`config.mk`:
```
export PLATFORM = sky130hd
export DESIGN_NAME = takf_mul
export DESIGN_NICKNAME = d
export VERILOG_FILES = /design/src/tilt_angle_kalman_filter_top_defines.svh /design/src/takf_pkg.sv /design/src/takf_mul.sv
export SDC_FILE = /design/constraint.sdc
export NUM_CORES = 2
export LEC_CHECK = 0
export BUFFER_PORTS_ARGS = -buffer_cell sky130_fd_sc_hd__buf_2
export CAP_MARGIN = 20
export CORE_MARGIN = 3
export CORE_UTILIZATION = 69
export CTS_CLUSTER_SIZE = 10
export DETAILED_ROUTE_END_ITERATION = 12
export PLACE_DENSITY = 0.95
export SYNTH_ARGS = -nofsm -noshare
export SYNTH_HDL_FRONTEND = slang
export SYNTH_SLANG_ARGS = --single-unit
```
`constraint.sdc`:
```
create_clock -name clock -period 14.7 [get_ports clock]
set_clock_uncertainty 0.2 [all_clocks]
set_input_delay 2.94 -clock clock [delete_from_list [all_inputs] [get_ports clock]]
set_output_delay 2.94 -clock clock [all_outputs]
set_load 0.005 [all_outputs]
```
`src/tilt_angle_kalman_filter_top_defines.svh`:
```
// assertion macros for the tilt angle kalman filter
// used by the top level only
`ifndef TILT_ANGLE_KALMAN_FILTER_TOP_DEFINES_SVH
`define TILT_ANGLE_KALMAN_FILTER_TOP_DEFINES_SVH
`ifndef SYNTH
`define TAKF_ASSERT(lbl, clk, rst, prop, msg) \
   lbl: assert property (@(posedge clk) disable iff (rst) prop) else $error(msg);
`define TAKF_ASSERT_NR(lbl, clk, prop, msg) \
   lbl: assert property (@(posedge clk) prop) else $error(msg);
`else
`define TAKF_ASSERT(lbl, clk, rst, prop, msg)
`define TAKF_ASSERT_NR(lbl, clk, prop, msg)
`endif
`endif

```
`src/takf_pkg.sv`:
```
// shared types and constants for the tilt angle kalman filter
// no dependencies
package takf_pkg;
   localparam int NumChannelsDef = 2;
   localparam int DataWidthDef = 32;
   localparam int RegW = 31;
   localparam int FieldW = 32;
   localparam logic [RegW-1:0] QaReset = 31'd1073742;
   localparam logic [RegW-1:0] QbReset = 31'd3221225;
   localparam logic [RegW-1:0] RReset = 31'd536870912;
   localparam logic [RegW-1:0] DtReset = 31'd10737418;
   localparam logic signed [31:0] Q30One = 32'sd1073741824;

   localparam logic [1:0] RegQa = 2'd0;
   localparam logic [1:0] RegQb = 2'd1;
   localparam logic [1:0] RegR = 2'd2;
   localparam logic [1:0] RegDt = 2'd3;

   typedef enum logic [4:0] {
      ST_IDLE, ST_PRED, ST_EST, ST_P00, ST_P01, ST_P10, ST_P11,
      ST_DEN, ST_DIV0, ST_DIV1, ST_INN, ST_ANG, ST_BIAS,
      ST_U10, ST_U00, ST_U11, ST_U01, ST_WB, ST_OUT
   } state_type;

   typedef struct packed {
      logic start;
      logic signed [33:0] num;
      logic signed [33:0] den;
   } div_req_type;

   typedef struct packed {
      logic done;
      logic signed [31:0] quo;
   } div_rsp_type;

   function automatic logic signed [31:0] sat32(input logic signed [65:0] x);
      if (x > 66'sd2147483647) return 32'sh7fffffff;
      else if (x < -66'sd2147483648) return 32'sh80000000;
      else return x[31:0];
   endfunction
endpackage

```
`src/takf_mul.sv`:
```
// shared signed multiplier with q30 rounding, registered result
// uses takf_pkg
module takf_mul import takf_pkg::*; (
   input  logic                clock,
   input  logic signed [33:0]  mul_a,
   input  logic signed [31:0]  mul_b,
   output logic signed [35:0]  mul_p
);
   logic signed [65:0] prod;
   logic signed [35:0] mul_p_ff;
   always_comb prod = 66'(mul_a) * 66'(mul_b) + 66'sd536870912;
   always_ff @(posedge clock) mul_p_ff <= prod[65:30];
   assign mul_p = mul_p_ff;
endmodule

```
# [Yosys cells after proc, flatten, opt, wreduce, memory -nomap -nowiden]
# Cells that the tools add are included.
[word_totals] regBits=36 latch_bits=0 ram_bits=0 mem_bits_ro=0 input_bits=67 out_inout_bits=36 wordCells=3 memories=0
[classes] add_sub_neg=1 mul=1 n_div=0 n_lt_le_gt_ge=0 n_eq_ne=0 shift=0 mux=0 bitwise=0 n_reduce_logical=0
[op_table] operator="66-bit by 31-bit adder with 66-bit output, second input constant" n=1
[op_table] operator="34-bit by 32-bit multiplier with 66-bit output" n=1

# [Depth between registers and ports, before layout]
[logic_depth] depth_word=2 ltp_mapped=29 ltp_nobuf=28

# [Worst setup path before layout]
# Ideal clock, no wire load.
[synth_timing] path_kind="input port to flip-flop" start="input port mul_a[33]" end="register mul_p_ff[34] (netlist: mul_p[34])" setup_time_ns=0.072 arrival_ns=9.958 required_ns=14.428 slack_ns=4.470 path_stages=24 n_path_buf=1 path_cell_list="clkbuf_1 -> nand2_1 -> inv_1 -> fa_1 -> inv_1 -> fa_1 -> inv_1 -> fa_1 -> fa_1 -> inv_1 -> fa_1 -> inv_1 -> fa_1 -> fa_1 -> fa_1 -> ha_1 -> nor2b_1 -> o21ai_0 -> nand2b_1 -> a221o_1 -> a31oi_2 -> o211ai_1 -> a31oi_1 -> xnor2_1"
[synth_via] elab_chain_len=2
[synth_rtl] element="start: declaration" line_no="takf_mul.sv:5" source="input logic signed [33:0] mul_a,"
[synth_rtl] element="34-bit by 32-bit multiplier with 66-bit output" line_no="takf_mul.sv:11" source="always_comb prod = 66'(mul_a) * 66'(mul_b) + 66'sd536870912;"
[synth_rtl] element="66-bit by 31-bit adder with 66-bit output" line_no="takf_mul.sv:11"
[synth_rtl] element="via prod[64]" line_no="takf_mul.sv:9" source="logic signed [65:0] prod;"
[synth_rtl] element="end signal: assignment" line_no="takf_mul.sv:12" source="always_ff @(posedge clock) mul_p_ff <= prod[65:30];"
[synth_rtl] element="end: declaration" line_no="takf_mul.sv:10" source="logic signed [35:0] mul_p_ff;"
# The timed path passes the listed nets, and every way through them passes these cells.

# [Worst setup path in the final report]
[layout_timing] start="input port mul_b[5]" end="register mul_p_ff[34] (netlist: mul_p[34])"
[layout_via] elab_chain_len=2
[layout_rtl] element="start: declaration" line_no="takf_mul.sv:6" source="input logic signed [31:0] mul_b,"
[layout_rtl] element="34-bit by 32-bit multiplier with 66-bit output" line_no="takf_mul.sv:11"
[layout_rtl] element="66-bit by 31-bit adder with 66-bit output" line_no="takf_mul.sv:11"
[layout_rtl] element="via prod[64]" line_no="takf_mul.sv:9"
# The timed path passes the listed nets, and every way through them passes these cells.

==> metrics <==
Finished Core Util=0.7146; CTS tree=yes; relative slew slack=0.3493; clock tree buffer depth=2; initial core utilization=0.6990; Die Area=about 0.057 mm2; Critical Path End Type=flop; Initial DRC Count=2689; vias in the first global route=33121; Worst Setup EP=mul_p[34]; final hold violations=0; final wirelength=101900 um; Synth cell types=56; wire length per cell=22.42 um; Port Buf Inserts=102; pin count of the biggest net entering global routing=35; status=complete, no violations; synth cell count leaders=fa_1 (1142), inv_1 (1023), and2_1 (548), nand2_1 (526), clkbuf_1 (203); CP Launch Point=mul_b[5]; Clock Tree Root=clkbuf_16; # IOs=103; Max-Cap Viols=0; cts hold-fix bufs=0; Post-route DRC=0; Final Critical Period=roughly 11 ns; Inserted Clock Buffers=5; Congestion Overflow GR=0; yosys warns=0; RSZ-0062 raised after global routing=no; crit path kind=primary input to flop; Post-Synthesis Cells=just under 4000; count leader, synth=fa_1; clk sink count=36; Setup violations, final=0; via count=between 20000 and 30000; async set-reset flop share out of synthesis=0; postcts setup bufs=0; Post-Syn Area=0.03769 mm2; Max FO, Critical Path=34; FP Rows=85; DR pass1 iterations=6; crit-path max cell delay=approximately 0.94 ns; slowest CP cell=fa_1; core footprint=0.05392 mm2; Placer Congestion=0.9656; Nets=~5200; total track usage=0.3821; Routed Antenna Nets=0; Final HPWL DP=~80000 um; area leader, netlist=fa_1; vias per cell=6.109; Data arrival, critical path=11.37 ns; top achievable clock speed=88.19 MHz; CP required=14.73 ns; top_reg_cell synth=dfxtp_1; Die H=approximately 240 um; Worst path most repeated cell=fa_1; Area Growth Syn to Fin=2.221%; CTS clk-pin slew, worst paths=0.06 ns; first-pass GRT wire length=roughly 170000 um; H-tree levels=2; sequential-to-total area share from yosys stat=0.01912; post-synth top area share=0.6065; mean post-synth cell area=9.596 um2; initial antenna violation count=7; worst hold path type=flop to output port; Synth Register Bits=36; syn_nets=5319; fin crit share=0.7714; Startpoint Class=primary input; count of pins over their slew limit=0; ranking of synthesized cells by area=fa_1 (61%), inv_1 (10%), and2_1 (9.1%); max reg flops=36; fill cell count=3227; number of synthesized flops with an enable pin=0; share of cells above drive strength 1=0.03438; Die X=239.7 um; post-route setup TNS=0 ns; Post-CTS Resized=0; worst-margin pin slew=around 0.97 ns
==> logic make-up (layout without fill, tap and decap cells) <==
family                     Yosys count  after routing  share of synthesized area
buffers and inverters             1228           1140                     0.1223
other                                0              7                          0
adders and majority gates         1324           1324                     0.6670
and+or+nand+nor                   1161           1161                     0.1548
xor gates and xnor gates            53             53                    0.01232
AOI/OAI and AO/OA                  126            126                    0.02447
DFF                                 36             36                    0.01912
==> cells in the final DEF, fill, tap and decap left out, types with 12 or more instances in the layout <==
master,instances
fa_1,1142
inv_1,1023
and2_1,548
nand2_1,526
ha_1,182
buf_2,102
nor2_1,42
xnor2_1,39
dfxtp_1,36
a21oi_1,31
a21o_1,22
o21ai_0,17
xor2_1,14
nand2b_1,12
==> layer usage <==
metal  up-vias  global-route usage  wire length, um
met4         6              0.2758             8776
li1      10810                   -                -
met5         -                   0               37
met3       770              0.1045            12470
met2      2206              0.6203            48800
met1     13959              0.4406            31790
==> worst max-delay path: cells and delay by family <==
kind | cells | cell delay (ns)
XOR/XNOR | 1 | 0.14
adder cells (fa/ha/maj) | 9 | 4.84
AND/OR/NAND/NOR | 3 | 0.45
AO/OA/AOI/OAI | 6 | 1.17
buffers and inverters | 8 | 1.80
==> metrics by stage <==
stage          setup slack (ns)  instances  area (um2)  hold slack [ns]
2_1_floorplan             4.470       3928       37690            3.024
3_3_place_gp              3.518       4529       38360            3.119
3_5_place_dp              3.185       4529       38360            3.117
4_1_cts                   3.479       4536       38510            3.462
5_1_grt                   2.962       4537       38510            3.469
6_report                  3.361       4543       38530            3.448
==> how the worst min path moves through the flow <==
stage	startpoint	to	cells past startpoint
2_1_floorplan	mul_p[0]	mul_p[0]	0
3_3_place_gp	mul_p[10]	mul_p[10]	1
3_5_place_dp	mul_p[12]	mul_p[12]	1
4_1_cts	mul_p[10]	mul_p[10]	1
5_1_grt	mul_p[22]	mul_p[22]	1
6_report	mul_p[10]	mul_p[10]	1
==> final cells by class <==
| cell class | instances | area, um2 | area share |
|---|---|---|---|
| Antenna cell | 7 | 17.52 | 0.0004546 |
| Inverter | 1024 | 3844 | 0.09976 |
| Tap cell | 696 | 870.8 | 0.02260 |
| Clock buffer | 7 | 152.6 | 0.003962 |
| Timing Repair Buffer | 109 | 563.0 | 0.01461 |
| Multi-Input combinational cell | 2664 | 32360 | 0.8399 |
| Sequential cell | 36 | 720.7 | 0.01870 |
Power is left out: the tool's default activity adds up to more than one toggle a clock period on the data nets, which glitch-free logic cannot reach.
