<file path="src/tilt_angle_kalman_filter_top_defines.svh">
// assertion macros for the tilt angle kalman filter
// used by the top level only
`ifndef TILT_ANGLE_KALMAN_FILTER_TOP_DEFINES_SVH
`define TILT_ANGLE_KALMAN_FILTER_TOP_DEFINES_SVH
`ifndef SYNTH
`define TAKF_ASSERT(lbl, clk, rst, prop, msg) \
   lbl: assert property (@(posedge clk) disable iff (rst) prop) else $error(msg);
`define TAKF_ASSERT_NR(lbl, clk, prop, msg) \
   lbl: assert property (@(posedge clk) prop) else $error(msg);
`else
`define TAKF_ASSERT(lbl, clk, rst, prop, msg)
`define TAKF_ASSERT_NR(lbl, clk, prop, msg)
`endif
`endif

</file>
<file path="src/takf_pkg.sv">
// shared types and constants for the tilt angle kalman filter
// no dependencies
package takf_pkg;
   localparam int NumChannelsDef = 2;
   localparam int DataWidthDef = 32;
   localparam int RegW = 31;
   localparam int FieldW = 32;
   localparam logic [RegW-1:0] QaReset = 31'd1073742;
   localparam logic [RegW-1:0] QbReset = 31'd3221225;
   localparam logic [RegW-1:0] RReset = 31'd536870912;
   localparam logic [RegW-1:0] DtReset = 31'd10737418;
   localparam logic signed [31:0] Q30One = 32'sd1073741824;

   localparam logic [1:0] RegQa = 2'd0;
   localparam logic [1:0] RegQb = 2'd1;
   localparam logic [1:0] RegR = 2'd2;
   localparam logic [1:0] RegDt = 2'd3;

   typedef enum logic [4:0] {
      ST_IDLE, ST_PRED, ST_EST, ST_P00, ST_P01, ST_P10, ST_P11,
      ST_DEN, ST_DIV0, ST_DIV1, ST_INN, ST_ANG, ST_BIAS,
      ST_U10, ST_U00, ST_U11, ST_U01, ST_WB, ST_OUT
   } state_type;

   typedef struct packed {
      logic start;
      logic signed [33:0] num;
      logic signed [33:0] den;
   } div_req_type;

   typedef struct packed {
      logic done;
      logic signed [31:0] quo;
   } div_rsp_type;

   function automatic logic signed [31:0] sat32(input logic signed [65:0] x);
      if (x > 66'sd2147483647) return 32'sh7fffffff;
      else if (x < -66'sd2147483648) return 32'sh80000000;
      else return x[31:0];
   endfunction
endpackage

</file>
<file path="src/takf_div.sv">
// serial restoring divider for the gain computation, one quotient bit a cycle
// uses takf_pkg; result clamped to -1.0 .. +1.0 in q2.30
module takf_div import takf_pkg::*; (
   input  logic        clock,
   input  logic        reset,
   input  div_req_type req,
   output div_rsp_type rsp
);
   logic [63:0] rem_ff, rem_in;
   logic [63:0] quo_ff, quo_in;
   logic [33:0] den_ff, den_in;
   logic        neg_ff, neg_in;
   logic [6:0]  cnt_ff, cnt_in;
   logic        busy_ff, busy_in;
   logic [64:0] trial;
   logic [63:0] numa;
   logic [64:0] sq;

   always_ff @(posedge clock) begin
      if (reset) begin
         busy_ff <= 1'b0;
         cnt_ff <= '0;
      end else begin
         busy_ff <= busy_in;
         cnt_ff <= cnt_in;
      end
      rem_ff <= rem_in;
      quo_ff <= quo_in;
      den_ff <= den_in;
      neg_ff <= neg_in;
   end

   always_comb begin
      busy_in = busy_ff;
      cnt_in = cnt_ff;
      rem_in = rem_ff;
      quo_in = quo_ff;
      den_in = den_ff;
      neg_in = neg_ff;
      numa = '0;
      trial = {rem_ff, quo_ff[63]} - {31'd0, den_ff};
      rsp.done = busy_ff && (cnt_ff == 7'd0);
      sq = '0;
      if (req.start) begin
         numa = req.num[33] ? 64'(-{{30{req.num[33]}}, req.num}) << 30
                            : 64'({30'd0, req.num}) << 30;
         busy_in = 1'b1;
         cnt_in = 7'd64;
         rem_in = '0;
         quo_in = numa;
         den_in = req.den;
         neg_in = req.num[33];
      end else if (busy_ff) begin
         if (cnt_ff != 7'd0) begin
            if (!trial[64]) begin
               rem_in = trial[63:0];
               quo_in = {quo_ff[62:0], 1'b1};
            end else begin
               rem_in = {rem_ff[62:0], quo_ff[63]};
               quo_in = {quo_ff[62:0], 1'b0};
            end
            cnt_in = cnt_ff - 7'd1;
         end else begin
            busy_in = 1'b0;
         end
      end
      if (quo_ff > 64'd1073741824) sq = 65'sd1073741824;
      else sq = {1'b0, quo_ff};
      if (neg_ff) sq = -sq;
      rsp.quo = sq[31:0];
   end
endmodule

</file>
<file path="config.mk">
export PLATFORM = sky130hd
export DESIGN_NAME = takf_div
export DESIGN_NICKNAME = d
export VERILOG_FILES = /design/src/tilt_angle_kalman_filter_top_defines.svh /design/src/takf_pkg.sv /design/src/takf_div.sv
export SDC_FILE = /design/constraint.sdc
export NUM_CORES = 1
export LEC_CHECK = 0
export BUFFER_PORTS_ARGS = -buffer_cell sky130_fd_sc_hd__buf_2
export CORE_MARGIN = 3
export CORE_UTILIZATION = 25
export CTS_BUF_LIST = sky130_fd_sc_hd__clkbuf_4 sky130_fd_sc_hd__clkbuf_8
export DETAILED_ROUTE_END_ITERATION = 10
export SYNTH_ARGS = -nofsm -noshare
export SYNTH_HDL_FRONTEND = slang
export SYNTH_SLANG_ARGS = --single-unit
</file>
<file path="constraint.sdc">
create_clock -name clock -period 4.4 [get_ports clock]
set_clock_uncertainty 0.05 [all_clocks]
set_input_delay 0.22 -clock clock [delete_from_list [all_inputs] [get_ports clock]]
set_output_delay 0.22 -clock clock [all_outputs]
set_load 0.05 [all_outputs]
</file>
After elaboration in Yosys (flattened, before gate mapping)
Cells that the tools add are included.
- add/subtract/negate cells: 4
- $mul: 0
- divide/modulo/power cells: 0
- order comparisons: 1
- equal/unequal tests: 0
- shift-type cells: 0
- muxes and demuxes: 14
- bitwise operators: 0
- reduce and logical (&&, ||, !) cells: 8
- operators with widths (kind ; count):
    $mux W64 ; 5
    $sub A65 B34 Y65 ; 1
    $gt A64 B31 Y1 const B ; 1
    $mux W32 ; 2
    $neg A34 Y34 ; 1
    $neg A32 Y32 ; 1
    $mux W7 ; 3
    $logic_not A7 Y1 ; 1
    $reduce_bool A7 Y1 ; 1
    $sub A7 B1 Y7 const B ; 1
    $mux W1 ; 4
    $reduce_and A2 Y1 ; 2
    $reduce_bool A2 Y1 ; 2
    $reduce_or A2 Y1 ; 1
    $logic_and A1 B1 Y1 ; 1
- register bits: 171
- bits in latches: 0
- memory bits (writable): 0
- memory bits (read-only): 0
- input bits: 71
- output and inout port bits: 33
- memories: 0

Logic depth before layout (Yosys ltp)
- depth after elaboration: 5
- depth in mapped cells: 14
- gate-level depth less buffers: 12

Worst setup path after synthesis
OpenSTA, ideal clock, no wires.
- path kind: register -> output
- from: register quo_ff[2]
- to: output rsp[18] (netlist bit)
- arrival: 4.725 ns
- required time: 4.130 ns
- path slack: -0.595 ns
- cell stages (with the launch flop): 14
- path buffers: 3
- cell sequence: edfxtp_1 or4_1 nor4b_2 nand3_1 o31a_1 nor2b_1 clkbuf_1 clkbuf_1 nand2_1 ha_1 nor2b_1 clkbuf_1 nor2_1 a311oi_1
- RTL lines (item ; RTL line ; source):
    start: declaration ; takf_div.sv:10 ; logic [63:0] quo_ff, quo_in;
    start signal: assignment ; takf_div.sv:28 ; quo_ff <= quo_in;
    end: declaration ; takf_div.sv:7 ; output div_rsp_type rsp

==> key figures <==
Finish
  • Share of layout cells above drive strength 1: 14.3%
  • Final nets: approximately 1500
  • Ant diodes: 0
  • Fin area: 12900 um^2
  • Final core occ: 30.0%
  • Area grow syn2layout: 18.2%

Routing
  • Vias: roughly 9600
  • Total Wirelength: about 28000 um
  • Pre-antenna DRT Iters: 5
  • Wirelength per Cell: between 10 and 15 um
  • Post-route ant nets: 0
  • Vias per cell: just under 5
  • DRC: 0
  • First-iteration detailed-routing DRC count: 702

Worst setup path
  • Worst-path cell chain: or4_1, or3_1, or3_1, o31a_1, nor2b_2, nand2_1, ha_4, nand2_1, a21oi_1, nand2_1, a21oi_1, a311oi_2, buf_6
  • Buf/Inv on CP: 1
  • Crit Path Max Fanout: 13
  • Crit path arrival time: ~4 ns
  • Crit end category: output port
  • Most used cell, CP: nand2_1
  • Slowest-stage cell, CP: or4_1
  • CP Launch Type: flop
  • Class of the most critical setup path: reg2out
  • Max incr delay on CP: 0.53 ns
  • Crit path required time: 4.13 ns
  • Cell family contributing the most delay on the critical path: simple AND/OR/NAND/NOR gates

Timing
  • Slew of the pin with the lowest slew margin: 0.827 ns
  • Final hold slack: approximately 0.08 ns
  • Fin. Hold Viols: 0
  • Post-layout min period: 4.19 ns
  • Fmax: 239 MHz
  • Fin crit share: between 90% and 100%
  • Total Neg Setup Slack: 0 ns
  • Rel. slew slack: 44.8%
  • Final setup vio count: 0
  • Max-slew violation count: 0

Floorplanning
  • Die area: 46400 um^2
  • Die width: 215 um
  • Num ports: between 100 and 150
  • Core area: roughly 43000 um^2
  • Die Y-Extent: roughly 220 um
  • Initial Util: roughly a quarter
  • Row count: 76

Clocking
  • CTS root buf: clkbuf_8
  • H-tree levels: 4
  • Clk buf depth: 2
  • Clock Pin Slew Worst Setup and Hold Paths: around 0.11 ns
  • Worst-Skew Late Latency: about 0.48 ns
  • Total CTS buffers: 17
  • Clk sink count: approximately 170
  • CTS tree: yes

Place
  • I/O Buffers: approximately 100
  • Area after DPL: about 12000 um^2
  • Detailed placement HPWL: 20300 um
  • GPL Wtd Cong: roughly 0.88

Logic synthesis
  • Yosys Warn Count: 0
  • Post-synth EDFFs: ~100
  • Top FF cell, synth: edfxtp_1
  • Top post-synthesis cells by count: a21oi_1, nand2_1, nor2_1
  • Seq cells post-synth: 171
  • Sequential area share after synthesis: roughly two fifths
  • Top-area cell type share of the netlist area: between 20% and 30%
  • Mapped Area: approximately 11000 um^2
  • Post-Syn Nets: approximately 1400
  • Ys async rst share: 0%
  • Synth cell types: 72
  • Count leader, synth: a21oi_1
  • Gate Count Post-Synth: roughly 1200
  • Largest area contributor in the netlist: edfxtp_1
  • Top cells by area, synth: edfxtp_1, dfxtp_1, a21oi_1
  • Syn_area_per_cell: approximately 9 um^2

Global route
  • Initial antenna violation count: 0
  • Total grt overflow: 0
  • First-pass GRT wire length: roughly 46000 um
  • Vias in the first global route: 9342
  • Largest net degree at the start of global routing: 105
  • Tot GR Track Use: around an eighth

Job
  • Total of max-cap violations: 0

Pwr
  • Power per standard cell area: about 380 nW/um^2
  • VDD IR max: between 0.0002 and 0.00025 V
  • Lkg Pwr: just over 5 nW
  • Total power: between 4 and 5 mW

Min path
  • Hold Path Class: in2reg

Outcome
  • Status: finished clean
## per-layer routing
| metal | share of wire [%] | routed length [um] | track usage, % | vias to the layer above |
|---|---|---|---|---|
| met5 | 0 | 0 | 0 | - |
| met4 | 2.2 | 619 | 4.71 | 0 |
| met3 | 3.4 | 962 | 1.97 | 39 |
| met2 | 49 | 13900 | 20.7 | 188 |
| met1 | 46 | 13000 | 15.2 | 4595 |
| li1 | - | - | - | 4799 |
## power breakdown
| group | total [mW] | internal (mW) | switching, mW |
|---|---|---|---|
| registers | 2.02 | 1.88 | 0.146 |
| clock network | 1.05 | 0.410 | 0.638 |
| logic | 1.79 | 0.735 | 1.06 |
## state kept, by name (all words and copies together), names as in the netlist
signal   flops
quo_ff      64
neg_ff       1
cnt_ff       7
busy_ff      1
rem_ff      64
den_ff      34
## cell usage in the layout (no fill, tap or decap), types with 49 or more instances in the layout
cell      synthesis  routed
o21ai_0          61      60
nor2_1          110     109
a21oi_1         115     115
xnor2_1          51      51
nand2_1         111     111
dfxtp_1          72      72
nor3_1           49      49
xor2_1           52      51
buf_2             0      97
edfxtp_1         99      99
## cell families (layout without fill, tap and decap cells)
group | Yosys count | count (layout) | share of synthesized area, %
and+or+nand+nor | 465 | 465 | 21.5
AOI/OAI and AO/OA | 323 | 323 | 18.7
DFF | 171 | 171 | 40.3
buffers and inverters | 118 | 245 | 4.11
xor gates and xnor gates | 103 | 103 | 8.24
adders and majority gates | 38 | 38 | 4.41
muxes | 30 | 30 | 2.82
## repair_timing
| item | in CTS | in global routing |
|---|---|---|
| pin swaps | 0 | 3 |
| setup endpoints to repair | 14 | 14 |
| resized for setup | 5 | 8 |
| hold buffers | 35 | 0 |
| cloned | 0 | 0 |
| endpoints found under the hold margin | 40 | 0 |
| buffers inserted | 1 | 2 |
## metrics by stage
| step | std cells | setup slack [ns] |
|---|---|---|
| 2_1_floorplan | 1248 | -0.150 |
| 3_5_place_dp | 1890 | 0.324 |
| 5_1_grt | 1960 | -0.00346 |
| 3_3_place_gp | 1890 | 0.412 |
| 6_report | 1960 | 0.210 |
| 4_1_cts | 1958 | 0.0141 |
## worst register-to-register path: cells and delay by family, from the launching register on
kind                     cells  cell delay, ns
AO/OA/AOI/OAI                5            1.17
adder cells (fa/ha/maj)      1            0.40
buffers and inverters        2            0.25
flip-flops                   1            0.33
AND/OR/NAND/NOR              4            1.61
## worst paths after layout
| check | from | depth (start not counted) | slack, ns | to |
|---|---|---|---|---|
| min reg2reg | rem_ff[24] | 2 | 0.44 | rem_ff[24] |
| min | req[34] | 2 | 0.08 | quo_ff[30] |
| max | quo_ff[19] | 13 | 0.21 | rsp[24] |
| max reg2reg | den_ff[33] | 12 | 0.50 | rem_ff[60] |
## cell type report
class	count	area, um^2
tap	585	732
timing repair buffer	165	1110
inverter	48	180
clock buffer	18	241
clock inverter	14	108
fill	4629	30200
multi-input combinational	959	6160
sequential	171	4410
(Power assumes the default switching activity.)
